File: config.mk
export PLATFORM = sky130hd
export DESIGN_NAME = bfa_apb_cfg
export DESIGN_NICKNAME = d
export VERILOG_FILES = /design/src/hw/rtl/bfa_pkg.sv /design/src/hw/rtl/bfa_apb_cfg.sv
export SDC_FILE = /design/constraint.sdc
export NUM_CORES = 1
export LEC_CHECK = 0
export BUFFER_PORTS_ARGS = -buffer_cell sky130_fd_sc_hd__clkbuf_2
export CORE_UTILIZATION = 37
export CTS_CLUSTER_DIAMETER = 100
export CTS_CLUSTER_SIZE = 20
export DETAILED_ROUTE_END_ITERATION = 6
export PLACE_DENSITY_LB_ADDON = 0.2
export REMOVE_ABC_BUFFERS = 1
export SLEW_MARGIN = 30
export SYNTH_ARGS = -nofsm -noshare
export SYNTH_HDL_FRONTEND = slang
export SYNTH_SLANG_ARGS = --single-unit
File: constraint.sdc
create_clock -name i_clk -period 1.7 [get_ports i_clk]
set_input_delay 0.085 -clock i_clk [delete_from_list [all_inputs] [get_ports i_clk]]
set_output_delay 0.085 -clock i_clk [all_outputs]
set_load 0.05 [all_outputs]
File: src/hw/rtl/bfa_pkg.sv
// Package for the best-fit arena allocator.
// Holds the sequencer state type, the status and action codes and the config word.
// No dependencies.
package bfa_pkg;

    localparam int UNITS_W = 13;
    localparam int NEED_W  = 13;

    localparam logic       ACT_ALLOC = 1'b0;
    localparam logic       ACT_FREE  = 1'b1;

    localparam logic [1:0] ST_OK    = 2'd0;
    localparam logic [1:0] ST_NOFIT = 2'd1;
    localparam logic [1:0] ST_OFF   = 2'd2;

    localparam logic [1:0] REG_ARENA_UNITS = 2'd0;

    typedef enum logic [3:0] {
        S_CLEAR,
        S_IDLE,
        S_A_START,
        S_A_WALK,
        S_A_DECIDE,
        S_A_TAIL,
        S_F_HDR,
        S_F_WALK,
        S_F_PQ,
        S_F_Q,
        S_F_P,
        S_DONE
    } t_state;

    typedef struct packed {
        logic               wr;
        logic [UNITS_W-1:0] units;
    } t_cfg;

endpackage

File: src/hw/rtl/bfa_apb_cfg.sv
// APB register slave for the arena size register.
// Depends on bfa_pkg.
module bfa_apb_cfg (
    input  logic          i_clk,
    input  logic          i_rst_n,
    input  logic          psel,
    input  logic          penable,
    input  logic          pwrite,
    input  logic [1:0]    paddr,
    input  logic [31:0]   pwdata,
    output logic [31:0]   prdata,
    output logic          pready,
    output bfa_pkg::t_cfg o_cfg
);
    import bfa_pkg::*;

    logic [UNITS_W-1:0] r_units;
    logic               w_wr;

    assign w_wr   = psel && penable && pwrite && (paddr == REG_ARENA_UNITS);
    assign pready = 1'b1;
    assign prdata = (paddr == REG_ARENA_UNITS) ? 32'(r_units) : 32'd0;

    always_ff @(posedge i_clk) begin
        if (!i_rst_n) begin
            r_units <= UNITS_W'(4096);
        end else if (w_wr) begin
            r_units <= pwdata[UNITS_W-1:0];
        end
    end

    assign o_cfg.wr    = w_wr;
    assign o_cfg.units = r_units;

endmodule

=== Word-level counts from Yosys, hierarchy flattened ===
Cells that the tools add are included.

* Register bits after elaboration: 13
* Output and inout bits: 47

* Mux-type cells: 1
* Reduce and logical (&&, ||, !) cells: 4

{| class="wikitable"
|+ Operator list
! operator !! count
|-
| two-way mux 13 bit || 1
|-
| logical AND 1 bit || 3
|-
| logical NOT 2 bit || 1
|}

=== Logic depth before layout (Yosys ltp) ===
Gate-level depths: netlist (run 1).

* Depth in word-level cells: 3
* Depth in mapped cells: 5
* Depth with buffers taken out: 3

=== Least setup slack after synthesis (run 1) ===
Ideal clock, no wire load.

* Path kind: reg2out
* Start: reg r_units[12]
* End: out prdata[12]
* Data arrival time: 1.855 ns
* Slack: -0.240 ns
* Cell stages (with the launch flop): 3
* Path buffers: 0
* Cells stage by stage: dfxtp_1 -> inv_1 -> nor3_1

* Cells in the longest elaborated chain, start to end: 1

{| class="wikitable"
|+ Ends and longest elaborated chain
! item !! line !! source
|-
| from (decl) || bfa_apb_cfg.sv:17 || <nowiki>logic [UNITS_W-1:0] r_units;</nowiki>
|-
| from (signal assigned) || bfa_apb_cfg.sv:28 || <nowiki>r_units <= pwdata[UNITS_W-1:0];</nowiki>
|-
| two-way mux 13 bit || bfa_apb_cfg.sv:22 || <nowiki>assign prdata = (paddr == REG_ARENA_UNITS) ? 32'(r_units) : 32'd0;</nowiki>
|-
| to (decl) || bfa_apb_cfg.sv:11 || <nowiki>output logic [31:0] prdata,</nowiki>
|}

No other way between the ends.

=== Worst setup path after layout (run 1) ===
Ends and elaborated chain as after synthesis.

==> metrics.cfg, run 1 <==
[clocking]
cts_hold_buf = 0
clk_pin_slew_worst_paths_ns = 0.08
cts-resized-gates = 0
cts_tree = done
cts_buffers = 3
cts_sinks = 13
cts_root_buf = clkbuf_4
cts_max_path_buffers = 2
cts_max_level = 1
clk_latency_ns = 0.27
post_cts_buffers = 0

[synthesis]
async_flop_share = 0
ys_warn_count = 0
synth_cell_types = 17
synth.area.top_cells = dfxtp_1 32%, buf_4 19%, mux2i_1 15%, nand2_1 11%, and2_1 9.3%
synth_cells = 97
ys_seq_area_frac = 0.3210
synth_common_cells = 24 x nand2_1, 21 x buf_4, 13 x dfxtp_1, 12 x and2_1, 12 x mux2i_1
yosys.area.top_type = dfxtp_1
synth_edf_count = 0
yosysMostFrequentCell = nand2_1
synth_top_area_frac = 0.3210
synth_area_per_cell_um2 = 8.359
netlist_area_um2 = 810.8
synth_seq_cells = 13
synth_ff_type = dfxtp_1

[grt]
grt_pass1_wl_mm = 2.580
grt.total_usage = 0.1396
first_global_vias = 635
grt_overflow = 0
grt_antenna_before_repair = 0
grt_max_degree = 26

[setup_path]
crit_arrival_ns = 1.17
critPathSlowestCell = dfxtp_1
crit_chain = inv_1, nor3_1, clkbuf_2
cp.required_ns = 1.62
worstPathMaxFanout = 2
setup.worst_path.end_class = output pin
crit_buf_inv = 2
cp-start-kind = flop
crit_path_max_incr_delay_ns = 0.34
cp_top_family = buffers and inverters
crit_type = reg2out

[detailed_routing]
viasPerCell = 4.054
vias = 673
ant_nets = 0
dr.pass1.iters = 3
routed_wirelength_mm = 1.513
drt_iter0_drc = 4
drc = 0
avgRoutedWirePerCell_um = 9.114

[floorplanning]
die_x_um = 48.81
start_util = 0.4050
dieArea_um2 = 2382
io_pins = 86
die_h_um = 48.81
core-area_um2 = 2002
rows = 16

[flow_run]
cap_violations = 0

[pwr]
p_total_mw = 0.6841
max-vdd-ir-drop_uv = 285.7
power_density_nw_per_um2 = 704.6
power_leakage_nw = 0.5119

[final_layout]
final_core_util = 0.4850
reg.largest.list = r_units x13
stdcell_area_um2 = 970.9
top_register = r_units
final_layout_size_suffix_gt1_frac = 0.3885
syn2layout_area_growth_pct = 19.75
fillCellCount = 212
diodes = 0
nets = 179
final_cells = 166
largest_reg_flops = 13

[timing]
setup_violations = 0
final_hold_viol_count = 0
max_freq_mhz = 797.5
rsz0062_at_grt = no
min_period_ns = 1.254
slew_violations = 0
finClkSkew_ns = 0
final_min_period_over_clock_period = 0.7376

[status]
status = complete, no violations

[place]
portBuffers = 46
placed_area_um2 = 944.7
dp_cells = 162
dp_hpwl_mm = 1.115
gp_congestion = 0.5656

[min_path]
hold_path_class = in2reg

[path summary, 6_finish.rpt]
kind | end | cells after the start | from | slack [ns]
max | prdata[12] | 3 | r_units[12] | 0.45
min | r_units[9] | 3 | pwdata[9] | 0.04
max reg2reg | r_units[9] | 2 | r_units[9] | 1.09
min reg2reg | r_units[11] | 2 | r_units[11] | 0.47
[cell families after synthesis]
family / count (synthesis) / synth area share
and+or+nand+nor: 41 / 0.2485
buffers and inverters: 28 / 0.2577
DFF: 13 / 0.3210
muxes: 12 / 0.1482
other: 2 / 0.009263
AOI/OAI and AO/OA: 1 / 0.01543
[where the power goes]
| group | internal, mW | switching [mW] |
|---|---|---|
| combinational | 0.0315 | 0.151 |
| sequential | 0.308 | 0.00250 |
| clock | 0.0908 | 0.100 |
[metal layers]
layer	vias up	routed length, um	GRT usage
li1	342	-	-
met1	285	621	0.1500
met2	44	739	0.2477
met3	2	138	0.03738
met4	0	13	0.07353
met5	-	0	0
[cell usage in the layout, fill, tap and decap left out]
cell type,n
and2_4,1
inv_1,1
clkbuf_4,3
conb_1,20
dfxtp_1,13
clkbuf_1,1
clkbuf_2,46
nor2_2,1
nor3_1,1
mux2i_1,12
and2_1,12
o211ai_2,1
nand3_1,1
nand2_1,24
and3_4,1
buf_4,1
[worst min-delay path, stage by stage]
cell	delay [ns]
clkbuf_2	0.08
nand2_1	0.04
mux2i_1	0.05
[cell type report]
class	count	area, um^2	share of cell area
clock buffer	4	26.28	0.02706
inverter	1	3.754	0.003866
multi-input combinational	74	409.1	0.4214
sequential	13	260.3	0.2680
tap	27	33.78	0.03479
timing repair buffer	47	237.7	0.2448
[stage by stage]
stage / hold WS (ns) / setup TNS (ns) / worst slack [ns]
after detailed placement: 0.3237 / 0 / 0.6363
after global routing: 0.03361 / 0 / 0.3534
after CTS: 0.02144 / 0 / 0.4242
after floorplan: 0.1496 / -0.2401 / -0.2401
final: 0.03502 / 0 / 0.4460
after global placement: 0.3147 / 0 / 0.6468
(Power assumes the default switching activity.)
==> run 2: changes to the inputs <==
- CORE_UTILIZATION: 37 -> 31
- clock period: 1.7 -> 1 ns (I/O delays scaled with it)
==> run 2 against run 1 <==
The flow now finishes with violations (DRC, setup timing). Flip-flop and latch count unchanged. Cell count rose by 7.8%. Register-to-register slack lost 0.72 ns. Largest power group unchanged. Non-clock buffer count rose by 10. Critical path depth stayed put. Total power up 75%. First-iteration DRC count increased by 25%. Wire length rose by 18%. Core utilization is 1.7 points higher. Clock power grew 61%. Critical path type unchanged. Global-route usage decreased by 1.2 points.
==> metrics.cfg, run 2 (same netlist as run 1, synthesis figures left out) <==
[status]
status = finished with violations
violations = DRC, setup timing

[final_layout]
top_register = r_units
syn2layout_area_growth_pct = 53.39
final_cell_mix = 33 x clkbuf_2, 24 x nand2_1, 20 x conb_1
layout_commonest_cell = clkbuf_2
diodes = 0
multiInputGateArea_um2 = 435.4
final_layout_size_suffix_gt1_frac = 0.5034
fillCellCount = 252
nets = 189
reg.largest.list = r_units x13
final_core_util = 0.5020
largest_reg_flops = 13
regArea_um2 = 272.8

[place]
dp_hpwl_mm = 1.260
gp_congestion = 0.5175
portBuffers = 46
place_worst_setup_slack_ns = 0.05366

[clocking]
cts_buffers = 3
post_cts_buffers = 0
cts_root_buf = clkbuf_4
cts_max_path_buffers = 2
clk_latency_ns = 0.26
cts_max_level = 1
clk_pin_slew_worst_paths_ns = 0.08
cts_sinks = 13
cts_tree = done

[floorplanning]
start_util = 0.3273
dieArea_um2 = 2824
die_x_um = 53.14
io_pins = 86
rows = 18
core-area_um2 = 2477
die_h_um = 53.14

[setup_path]
worst_r2r_startpoint = r_units[12]
crit_arrival_ns = 0.96
crit_chain = inv_2, nor3_4, buf_8
critPathSlowestCell = dfxtp_2
crit_path_max_incr_delay_ns = 0.33
setup.worst_path.end_class = output pin
cp-start-kind = flop
worstPathMaxFanout = 2
crit_type = reg2out
reg2reg_depth = 2
r2r_slack_ns = 0.37
cp.required_ns = 0.95
r2r-end = r_units[12]

[pwr]
power_density_nw_per_um2 = 961.1
power_leakage_nw = 0.6045
swShare = 0.3586
seqPwrFrac = 0.443
max-vdd-ir-drop_uv = 683.4
p_sw_mw = 0.4286
p_int_mw = 0.7668
p_comb_frac = 0.299
power_frac_clock = 0.258
p_total_mw = 1.195

[detailed_routing]
routed_wirelength_mm = 1.779
vias = 738
drt_iter0_drc = 5
dr.pass1.iters = 7
drc = 2
ant_nets = 0
avgRoutedWirePerCell_um = 9.939
viasPerCell = 4.123

[grt]
grt_busiest_layer = met2
first_global_vias = 594
met2_usage = 0.2321
grt_overflow = 0
met3_usage = 0.02586
grt.total_usage = 0.1276
grt_antenna_before_repair = 0
grt_max_degree = 26
use_met1 = 0.1368
grt_pass1_wl_mm = 2.532

[min_path]
whs_endpoint = r_units[0]
hold_path_class = in2reg
holdPathStages = 3
hold_path_startpoint = pwdata[0]

[timing]
finClkSkew_ns = 0
final_hold_viol_count = 0
slew_violations = 0
fin_ws_ns = -0.01109
min_period_ns = 1.011
setup_violations = 1
final_min_period_over_clock_period = 1.011
max_freq_mhz = 989.0
rsz0062_at_grt = yes

[flow_run]
cap_violations = 0

run 2: cell count changes in the layout (fill, tap and decap cells not counted), sizes merged:
cell         change
dlygate4sd3      +7
buf             +12
clkbuf           -9
run 2: final cells by class:
cell class | count | share of cell area
tap | 30 | 0.03018
multi-input combinational | 74 | 0.3501
sequential | 13 | 0.2193
clock buffer | 4 | 0.02113
timing repair buffer | 57 | 0.3763
inverter | 1 | 0.003018
run 2: what timing repair did:
item | in CTS | in global routing
hold buffers | 7 | 0
resized for setup | 35 | 19
hold endpoints to repair | 7 | 0
pin swaps | 1 | 0
setup endpoints to repair | 13 | 11
run 2: worst max path at each step:
stage                            from         end  slack [ns]  cells past startpoint
after floorplan           r_units[12]  prdata[12]       -0.91                      2
after global placement       paddr[1]  r_units[7]         0.1                      5
after detailed placement       pwrite  r_units[3]        0.05                      5
after CTS                 r_units[12]  prdata[12]       -0.02                      3
after global routing      r_units[12]  prdata[12]       -0.05                      3
final                     r_units[12]  prdata[12]       -0.01                      3
run 2: routing by layer:
metal / vias to the layer above / wire length (um)
met1: 331 / 756
li1: 366 / -
met3: 0 / 118
met5: - / 0
met2: 41 / 905
met4: 0 / 0
run 2: worst max-delay path: cells and delay by family (launching register included):
| family | cells | cell delay, ns |
|---|---|---|
| buf+inv | 2 | 0.22 |
| simple gates | 1 | 0.14 |
| flops | 1 | 0.33 |
run 2: stage by stage:
step	TNS (ns)	std cells	hold slack (ns)	area, um^2
2_1_floorplan	-3.032	88	0.1146	673.1
4_1_cts	-0.02205	179	0.002181	1207
3_5_place_dp	0	168	0.2857	983.4
5_1_grt	-0.05128	179	0.008560	1244
3_3_place_gp	0	168	0.2828	983.4
6_report	-0.01109	179	0.007964	1244
run 2: power groups by stage:
stage | Clock, mW | Combinational [mW] | Sequential (mW)
after floorplan | 0 | 0.213 | 0.565
after detailed placement | 0 | 0.318 | 0.541
final | 0.308 | 0.357 | 0.530
after CTS | 0.336 | 0.349 | 0.529
after global routing | 0.356 | 0.378 | 0.531
after global placement | 0 | 0.316 | 0.541
==> run 3: changes to the inputs <==
- SKIP_CTS_REPAIR_TIMING: unset -> 1
==> run 3 against run 2 <==
The flow finishes with violations (DRC, hold timing). Wire length fell by 5.4%. Via count shrank 2.2%. Sequential power about the same. Non-clock buffer count is 5 lower. Global-route usage is 1.4 points lower. Critical endpoint unchanged. Largest power group unchanged.
==> metrics.cfg, run 3 (same netlist as run 1, synthesis figures left out) <==
[status]
status = finished with violations
violations = DRC, hold timing

[detailed_routing]
vias = 722
wl_met1_um = 680
routed_wirelength_mm = 1.683
drt_iter0_drc = 8
dr.pass1.iters = 7
drc = 2
ant_nets = 0
avgRoutedWirePerCell_um = 9.672
top_layer = met3
wl_met2_um = 869
wl_met3_um = 133
viasPerCell = 4.149

[floorplanning]
rows = 18
dieArea_um2 = 2824
start_util = 0.3273
core-area_um2 = 2477
io_pins = 86
die_x_um = 53.14
die_h_um = 53.14

[clocking]
cts_max_path_buffers = 2
cts_buffers = 3
cts_sinks = 13
cts_max_level = 1
cts_tree = done
clk_pin_slew_worst_paths_ns = 0.08
cts_root_buf = clkbuf_4
clk_latency_ns = 0.26

[min_path]
whs_endpoint = r_units[4]
holdPathStages = 3
hold_path_startpoint = pwdata[4]
hold_path_class = in2reg

[timing]
finClkSkew_ns = 0
whs_ns = -0.003041
rsz0062_at_grt = yes
final_min_period_over_clock_period = 0.9999
setup_violations = 0
max_freq_mhz = 1000
min_period_ns = 0.9999
final_hold_viol_count = 3
slew_violations = 0
fin_ws_ns = 0.00006672
tns_ns = 0

[place]
placed_area_um2 = 983.4
dp_hpwl_mm = 1.260
gp_congestion = 0.5175
portBuffers = 46
dp_cells = 168
place_worst_setup_slack_ns = 0.05366

[setup_path]
worstPathMaxFanout = 2
setup.worst_path.end_class = output pin
r2r_slack_ns = 0.40
cp.required_ns = 0.95
crit_type = reg2out
worst_r2r_startpoint = r_units[9]
cp-start-kind = flop
r2r-end = r_units[9]
reg2reg_depth = 2
crit_arrival_ns = 0.95

[final_layout]
final_core_util = 0.4566
largest_reg_flops = 13
top_register = r_units
diodes = 0
final_layout_size_suffix_gt1_frac = 0.4931
syn2layout_area_growth_pct = 39.51
nets = 184
layout_commonest_cell = clkbuf_2
final_cells = 174
reg.largest.list = r_units x13
final_cell_mix = 33 x clkbuf_2, 24 x nand2_1, 20 x conb_1
stdcell_area_um2 = 1131

[pwr]
power_density_nw_per_um2 = 1042
seqPwrFrac = 0.449
p_sw_mw = 0.4294
p_total_mw = 1.179
p_comb_frac = 0.282
swShare = 0.3642
power_leakage_nw = 0.5620
p_int_mw = 0.7495
power_frac_clock = 0.269
max-vdd-ir-drop_uv = 532.8

[grt]
grt_pass1_wl_mm = 2.277
grt_overflow = 0
grt.total_usage = 0.1139
first_global_vias = 539
grt_max_degree = 26
grt_antenna_before_repair = 0

[flow_run]
cap_violations = 0

==> run 3: worst max path at each step <==
stage / to / from / cells past startpoint
6_report: prdata[12] / r_units[12] / 3
5_1_grt: prdata[12] / r_units[12] / 3
4_1_cts: prdata[12] / r_units[12] / 3
3_5_place_dp: r_units[3] / pwrite / 5
3_3_place_gp: r_units[7] / paddr[1] / 5
2_1_floorplan: prdata[12] / r_units[12] / 2
==> run 3: critical path, stage by stage (launching register included) <==
cell,delay (ns)
dfxtp_2,0.34
inv_2,0.04
nor3_2,0.12
buf_6,0.18
==> run 3: per-layer routing <==
layer | up-vias | GRT usage
met2 | 45 | 0.1899
met1 | 322 | 0.1316
li1 | 355 | -
met4 | 0 | 0.06579
met3 | 0 | 0.02586
met5 | - | 0
==> run 3: power groups by stage <==
stage | Sequential, mW | Combinational [mW] | Clock [mW]
final | 0.530 | 0.332 | 0.317
after global routing | 0.531 | 0.353 | 0.354
after CTS | 0.529 | 0.319 | 0.336
after floorplan | 0.565 | 0.213 | 0
after detailed placement | 0.541 | 0.318 | 0
after global placement | 0.541 | 0.316 | 0
==> run 3: final cells by class <==
cell class                 instances  area [um^2]
inverter                           1        3.754
multi-input combinational         74        414.1
clock buffer                       4        26.28
tap                               30        37.54
timing repair buffer              52        374.1
fill                             269         1346
sequential                        13        275.3
